$ cat src/rtl/core/shape_adaptive_blur_pixel_assert.svh
// Assertion helpers for the blur block; both sample on i_clk and are off during reset.
`ifndef SHAPE_ADAPTIVE_BLUR_PIXEL_ASSERT_SVH
`define SHAPE_ADAPTIVE_BLUR_PIXEL_ASSERT_SVH

// Same-cycle implication.
`define SAB_ASSERT_NOW(label, ante, cons) \
    label: assert property (@(posedge i_clk) disable iff (!i_rst_n) (ante) |-> (cons)) \
        else $error("sab: check failed");

// Next-cycle implication.
`define SAB_ASSERT_NEXT(label, ante, cons) \
    label: assert property (@(posedge i_clk) disable iff (!i_rst_n) (ante) |=> (cons)) \
        else $error("sab: check failed");

`endif

$ cat src/rtl/core/sab_pkg.sv
package sab_pkg;

    localparam int DEF_MAX_WIDTH  = 256;
    localparam int DEF_MAX_HEIGHT = 256;
    localparam int DEF_MAX_RADIUS = 6;

    localparam int COLOR_TABLE_SIZE = 512;
    localparam int COLOR_IDX_W      = $clog2(COLOR_TABLE_SIZE);
    localparam int COLOR_CENTER     = COLOR_TABLE_SIZE / 2;

    localparam int OPC_W     = 2;
    localparam int PIX_W     = 8;
    localparam int COORD_W   = 8;
    localparam int TIDX_W    = 9;
    localparam int WGT_W     = 13;
    localparam int SPW_W     = 11;
    localparam int CFG_W     = 9;
    localparam int CFG_IDX_W = 2;
    localparam int RAD_CFG_W = 3;
    // holds any frame dimension up to 4096
    localparam int DIM_W     = 13;

    localparam logic [CFG_IDX_W-1:0] REG_FRAME_WIDTH   = 2'd0;
    localparam logic [CFG_IDX_W-1:0] REG_FRAME_HEIGHT  = 2'd1;
    localparam logic [CFG_IDX_W-1:0] REG_WINDOW_RADIUS = 2'd2;

    localparam logic [CFG_W-1:0]     RST_FRAME_WIDTH   = 9'd256;
    localparam logic [CFG_W-1:0]     RST_FRAME_HEIGHT  = 9'd256;
    localparam logic [RAD_CFG_W-1:0] RST_WINDOW_RADIUS = 3'd1;

    typedef enum logic [OPC_W-1:0] {
        OP_WRITE_PIXEL  = 2'd0,
        OP_LOAD_COLOR   = 2'd1,
        OP_LOAD_SPATIAL = 2'd2,
        OP_COMPUTE      = 2'd3
    } t_opcode;

    typedef struct packed {
        t_opcode              op;
        logic [COORD_W-1:0]   x;
        logic [COORD_W-1:0]   y;
        logic [TIDX_W-1:0]    idx;
        logic [WGT_W-1:0]     wv;
        logic [PIX_W-1:0]     src;
        logic [PIX_W-1:0]     pre;
    } t_cmd;

    typedef struct packed {
        logic valid;
        t_cmd cmd;
    } t_qhead;

    typedef enum logic [2:0] {
        ST_IDLE,
        ST_CENTER,
        ST_CAPT,
        ST_WALK,
        ST_TAPS,
        ST_DRAIN,
        ST_DIV,
        ST_DONE
    } t_bstate;

endpackage

$ cat src/rtl/core/sab_front.sv
module sab_front #(
    parameter int MAX_WIDTH  = sab_pkg::DEF_MAX_WIDTH,
    parameter int MAX_HEIGHT = sab_pkg::DEF_MAX_HEIGHT,
    parameter int MAX_RADIUS = sab_pkg::DEF_MAX_RADIUS,
    localparam int RW        = $clog2(MAX_RADIUS + 1)
) (
    input  logic                            i_clk,
    input  logic                            i_rst_n,
    input  logic                            i_push,
    output logic                            o_full,
    input  logic [sab_pkg::OPC_W-1:0]       i_opcode,
    input  logic [sab_pkg::COORD_W-1:0]     i_pos_x,
    input  logic [sab_pkg::COORD_W-1:0]     i_pos_y,
    input  logic [sab_pkg::TIDX_W-1:0]      i_table_index,
    input  logic [sab_pkg::WGT_W-1:0]       i_weight_value,
    input  logic [sab_pkg::PIX_W-1:0]       i_source_pixel,
    input  logic [sab_pkg::PIX_W-1:0]       i_prefiltered_pixel,
    input  logic                            i_cfg_we,
    input  logic [sab_pkg::CFG_IDX_W-1:0]   i_cfg_index,
    input  logic [sab_pkg::CFG_W-1:0]       i_cfg_wdata,
    output sab_pkg::t_qhead                 o_head,
    input  logic                            i_head_pop,
    output logic [sab_pkg::DIM_W-1:0]       o_w_dim,
    output logic [sab_pkg::DIM_W-1:0]       o_h_dim,
    output logic [RW-1:0]                   o_radius
);

    import sab_pkg::*;

    localparam int NSP = (2 * MAX_RADIUS + 1) * (2 * MAX_RADIUS + 1);

    logic [CFG_W-1:0]     r_frame_width;
    logic [CFG_W-1:0]     r_frame_height;
    logic [RAD_CFG_W-1:0] r_window_radius;

    t_cmd       r_q [2];
    logic       r_wp;
    logic       r_rp;
    logic [1:0] r_cnt;

    t_cmd       in_cmd;
    logic       keep;
    logic       enq;
    logic [DIM_W-1:0] wd;
    logic [DIM_W-1:0] hd;

    always_ff @(posedge i_clk) begin
        if (!i_rst_n) begin
            r_frame_width   <= RST_FRAME_WIDTH;
            r_frame_height  <= RST_FRAME_HEIGHT;
            r_window_radius <= RST_WINDOW_RADIUS;
        end else if (i_cfg_we) begin
            case (i_cfg_index)
                REG_FRAME_WIDTH:   r_frame_width   <= i_cfg_wdata;
                REG_FRAME_HEIGHT:  r_frame_height  <= i_cfg_wdata;
                REG_WINDOW_RADIUS: r_window_radius <= i_cfg_wdata[RAD_CFG_W-1:0];
                default: ;
            endcase
        end
    end

    // saturate geometry to what the storage supports; a zero width or height reads as one
    always_comb begin
        wd = DIM_W'(r_frame_width);
        hd = DIM_W'(r_frame_height);
        if (wd == '0) begin
            o_w_dim = DIM_W'(1);
        end else if (wd > DIM_W'(MAX_WIDTH)) begin
            o_w_dim = DIM_W'(MAX_WIDTH);
        end else begin
            o_w_dim = wd;
        end
        if (hd == '0) begin
            o_h_dim = DIM_W'(1);
        end else if (hd > DIM_W'(MAX_HEIGHT)) begin
            o_h_dim = DIM_W'(MAX_HEIGHT);
        end else begin
            o_h_dim = hd;
        end
        if (32'(r_window_radius) > MAX_RADIUS) begin
            o_radius = RW'(MAX_RADIUS);
        end else begin
            o_radius = RW'(r_window_radius);
        end
    end

    // writes that miss storage are dropped here
    always_comb begin
        in_cmd.op  = t_opcode'(i_opcode);
        in_cmd.x   = i_pos_x;
        in_cmd.y   = i_pos_y;
        in_cmd.idx = i_table_index;
        in_cmd.wv  = i_weight_value;
        in_cmd.src = i_source_pixel;
        in_cmd.pre = i_prefiltered_pixel;
        unique case (in_cmd.op)
            OP_WRITE_PIXEL:  keep = (DIM_W'(i_pos_x) < DIM_W'(MAX_WIDTH)) &&
                                    (DIM_W'(i_pos_y) < DIM_W'(MAX_HEIGHT));
            OP_LOAD_SPATIAL: keep = 32'(i_table_index) < NSP;
            default:         keep = 1'b1;
        endcase
    end

    assign o_full = (r_cnt == 2'd2);
    assign enq    = i_push && !o_full && keep;

    always_ff @(posedge i_clk) begin
        if (!i_rst_n) begin
            r_wp  <= 1'b0;
            r_rp  <= 1'b0;
            r_cnt <= 2'd0;
        end else begin
            if (enq) begin
                r_wp <= ~r_wp;
            end
            if (i_head_pop) begin
                r_rp <= ~r_rp;
            end
            r_cnt <= r_cnt + 2'(enq) - 2'(i_head_pop);
        end
    end

    always_ff @(posedge i_clk) begin
        if (enq) begin
            r_q[r_wp] <= in_cmd;
        end
    end

    assign o_head.valid = (r_cnt != 2'd0);
    assign o_head.cmd   = r_q[r_rp];

endmodule

$ cat config.mk
export PLATFORM = sky130hd
export DESIGN_NAME = sab_front
export DESIGN_NICKNAME = d
export VERILOG_FILES = /design/src/rtl/core/shape_adaptive_blur_pixel_assert.svh /design/src/rtl/core/sab_pkg.sv /design/src/rtl/core/sab_front.sv
export SDC_FILE = /design/constraint.sdc
export NUM_CORES = 1
export LEC_CHECK = 0
export BUFFER_PORTS_ARGS = -buffer_cell sky130_fd_sc_hd__buf_2
export CAP_MARGIN = 5
export CORE_ASPECT_RATIO = 0.8
export CORE_MARGIN = 2
export CORE_UTILIZATION = 50
export CTS_BUF_LIST = sky130_fd_sc_hd__clkbuf_4
export DETAILED_ROUTE_END_ITERATION = 6
export GPL_TIMING_DRIVEN = 1
export PLACE_DENSITY = 0.78
export SLEW_MARGIN = 10
export SYNTH_ARGS = -nofsm -noshare
export SYNTH_HDL_FRONTEND = slang
export SYNTH_SLANG_ARGS = --single-unit
$ cat constraint.sdc
create_clock -name i_clk -period 7.1 [get_ports i_clk]
set_input_delay 1.42 -clock i_clk [delete_from_list [all_inputs] [get_ports i_clk]]
set_output_delay 1.42 -clock i_clk [all_outputs]
set_load 0.03 [all_outputs]
==> results.txt <==
- In the synthesized netlist the dominant register cell turns out to be sky130_fd_sc_hd__edfxtp_1.
* Maximum number of pins on one net before global-route repair: 49
- Power density relative to cell area: 295 nW/um^2
- Post-layout instance area: 6420 sq um
- The filler cells instantiated in the layout total 823.
* Largest stage delay on the critical path: 0.77 ns
- Derived from the worst setup path, the maximum achievable clock frequency is 264 MHz.
* Row count: 33
* Part of the power in combinational logic: 19.9%
- In the layout the commonest cells are sky130_fd_sc_hd__buf_2, sky130_fd_sc_hd__edfxtp_1, sky130_fd_sc_hd__mux2_2.
- Setup Total Neg Slack: 0 ns
- Using the TritonRoute via totals, the vias-per-cell ratio works out to 5.01.
- Sequential share of power: 53.1%
- Measured along the x axis, the die boundary spans 119 microns.
- Post-route fraction of the period consumed by the critical path: 53.3%
- Kind of cell adding the most delay to the critical path: flip-flops
- Sorting the synthesized cells by area gives the leading types as sky130_fd_sc_hd__edfxtp_1, sky130_fd_sc_hd__mux2_2, sky130_fd_sc_hd__dfxtp_1, sky130_fd_sc_hd__mux2i_1, sky130_fd_sc_hd__nor2_1.
- Crit path required time: 5.68 ns
- The internal power of the cells totals 1360 uW.
- TritonCTS clock tree: done
- Across the run, the number of max-cap violations was 0.
- Biggest fanout along the worst timing path: 29
- Antenna-violating nets left: 0
- The H-tree was split into 4 levels.
- Sequential-to-total area share from yosys stat: 73.8%
- The die covers 11,400 sq um.
* Sort of element at the start of the critical path: register
* Maximum ir drop on the vdd rail: 0.158 mV
* CTS Root Buffer Type: sky130_fd_sc_hd__clkbuf_4
* Clock latency on the worst-skew pair: 0.50 ns
- First-pass iteration count of the detailed router: 4
- Hold repair after CTS inserted 0 buffers.
* Tightest hold margin: 0.518 ns
- In this run, the number of DRC markers left after iteration 0 of detailed routing was 151.
* Setup crit end kind: primary output
- Count of buffers added by post-CTS timing repair for setup: 0
- Signal arrival time at the worst endpoint: 2.37 ns
- Detailed routing inserted a total of 3,121 vias.
- For this block, the routed nets add up to 9.68 mm of wire.
- Setup repair after global routing left no endpoint under its margin.
* Synth cell types: 26
- Clock Sinks: 138
- Total Routing Usage GR: 17.4%
* Commonest non-fill, non-tap cell in the layout: sky130_fd_sc_hd__buf_2
- Post-synth EDFFs: 112
- For this run, the post-layout net count is 544.
* Clock tree buffer depth: 2
- Counting flops with an async set or reset pin after synthesis yields a share of 0%.
- Vertical die dimension: 95.7 microns
- DRC viols: 0
* Yosys warnings: 0
- The critical path in this run is classified as reg -> out.
- Area growth, synth to finish: 22.0%
- The clock network burns 27.0% of the power.
* Slowest cell on the critical path: sky130_fd_sc_hd__dfxtp_2
- Total standard cell area after synthesis: 5260 sq um
- The analysis attributes to net switching a power of 538 uW.
* Cell type contributing the most total cell area after synthesis: sky130_fd_sc_hd__edfxtp_1
* Layout Cells excl Fill: 623
- Post-detailed-route wirelength per cell: 15.5 microns
- Max-slew violation count: 0
- Number of diodes: 0
* FF-to-FF Start: r_cnt[1]
* Via count of the first global-routing pass: 3,071
- Mean instance size in the synthesized netlist: 16.8 sq um
* Final weighted congestion in routability-driven placement: 0.735
* Area fraction of the dominant cell type after synthesis: 63.9%
- Initial Util: 51.4%
- Total CTS buffers: 17
* Setup violations, final: 0
- Once placement finished, the instance area stood at 6130 sq um.
- The signal on the critical path passes through buf_4 > mux2_2 > buf_2.
* Leftover overflow at the end of global routing: 0
- Synthesis handed over a netlist of 313 instances.
- Worst path buffer plus inverter count: 2
- Worst Clk Skew: 0.0129 ns
- The min-delay analysis places its worst path in the category reg -> reg.
- Global-route wire length before repair: 14.8 mm
- Of the cells placed in the final design, the portion with a size suffix greater than 1 is 50.1%.
- Worst slew pin tran: 0.661 ns
- Final critical path time including I/O delays and setup: 3.79 ns
* Number of hold violations in the final report: 0
* Count of port buffers added during placement: 150
- Floorplan core area: 10,200 sq um
- Standby leakage power: 0.00257 uW
- The number of gates resized after CTS was 0.
- In this run the most critical hold path is launched from r_frame_width[0].
- Finished Core Util: 62.7%
* Clock transition at the registers of the reported paths: 0.11 ns
* Slew HR: 55.9%
* Switching share of power: 28.4%
* Placed Cells incl. Taps: 591
- Pin placement for this block handled 159 I/O pins.
- The number of antenna violations at the first check in global routing came to 0.
* Result of the run: finished clean
- Post-DP HPWL: 6.59 mm
- After synthesis the netlist holds a flip-flop and latch count of 138.
## layer usage
layer / vias up / wire, microns / GRT usage [%]
met3: 8 / 719 / 6.64
met2: 123 / 4610 / 27.9
li1: 1463 / - / -
met4: 0 / 85 / 5.06
met5: - / 0 / 0
met1: 1527 / 4260 / 22.3
## final timing paths
kind / endpoint / slack, ns / cells past startpoint
setup / recovery: o_head[33] / 3.31 / 3
hold / removal: r_frame_width[0] / 0.52 / 2
setup reg to reg: r_q[0][4] / 4.58 / 4
hold reg to reg: r_frame_width[0] / 0.52 / 2
## cell type report
class                      instances  area, sq um  area share, %
timing repair buffer             154          781           12.2
multi-input combinational        156         1280           20.0
clock buffer                      21          158           2.46
clock inverter                    11          128           1.99
sequential                       138         3880           60.5
tap                              140          175           2.73
inverter                           3         11.3          0.175
## power groups by stage
| stage | Sequential (uW) | Clock (uW) | Combinational, uW |
|---|---|---|---|
| finish | 1010 | 511 | 378 |
| global route | 1020 | 559 | 404 |
| CTS | 1010 | 523 | 383 |
| detailed placement | 1030 | 0 | 381 |
| global placement | 1020 | 0 | 378 |
| floorplan | 1020 | 0 | 276 |
## state kept, by name, indices dropped and copies added, names as in the netlist, named ones only
name / flops
r_cnt: 2
r_wp: 1
r_window_radius: 3
r_frame_width: 9
r_frame_height: 9
r_q: 112
r_rp: 1
## stage by stage
step | setup slack, ns | total power (uW)
after detailed placement | 3.19 | 1410
after CTS | 3.20 | 1910
final | 3.31 | 1890
after floorplan | 1.93 | 1290
after global routing | 3.10 | 1980
after global placement | 3.27 | 1400
## Yosys cell counts (2+ instances only)
master and instances:
sky130_fd_sc_hd__edfxtp_1 112, sky130_fd_sc_hd__mux2_2 56, sky130_fd_sc_hd__nor2_1 27, sky130_fd_sc_hd__dfxtp_1 26, sky130_fd_sc_hd__mux2i_1 22, sky130_fd_sc_hd__nor2b_1 15, sky130_fd_sc_hd__buf_4 8, sky130_fd_sc_hd__clkbuf_1 8
sky130_fd_sc_hd__buf_2 7, sky130_fd_sc_hd__nand2_1 5, sky130_fd_sc_hd__nor4_1 4, sky130_fd_sc_hd__a21oi_1 3, sky130_fd_sc_hd__inv_1 3, sky130_fd_sc_hd__ha_1 2, sky130_fd_sc_hd__nand3b_1 2, sky130_fd_sc_hd__nor3_1 2
sky130_fd_sc_hd__xnor2_1 2
## cell families (layout without fill, tap and decap cells)
logic type	Yosys count	after routing	synth area share [%]
compound gates	4	4	0.428
xor+xnor	3	3	0.500
fa+ha+maj	2	2	0.476
buf+inv	26	189	2.59
flops	138	138	73.8
mux	78	78	16.2
other cells	1	8	0.0713
simple gates	61	61	5.92
## worst reg2reg max path, delay by kind of cell, from the launching register on
| family | cells | cell delay (ns) |
|---|---|---|
| buf+inv | 1 | 0.59 |
| flops | 1 | 0.35 |
| simple gates | 3 | 1.18 |
Power figures use the tool's default switching activity.
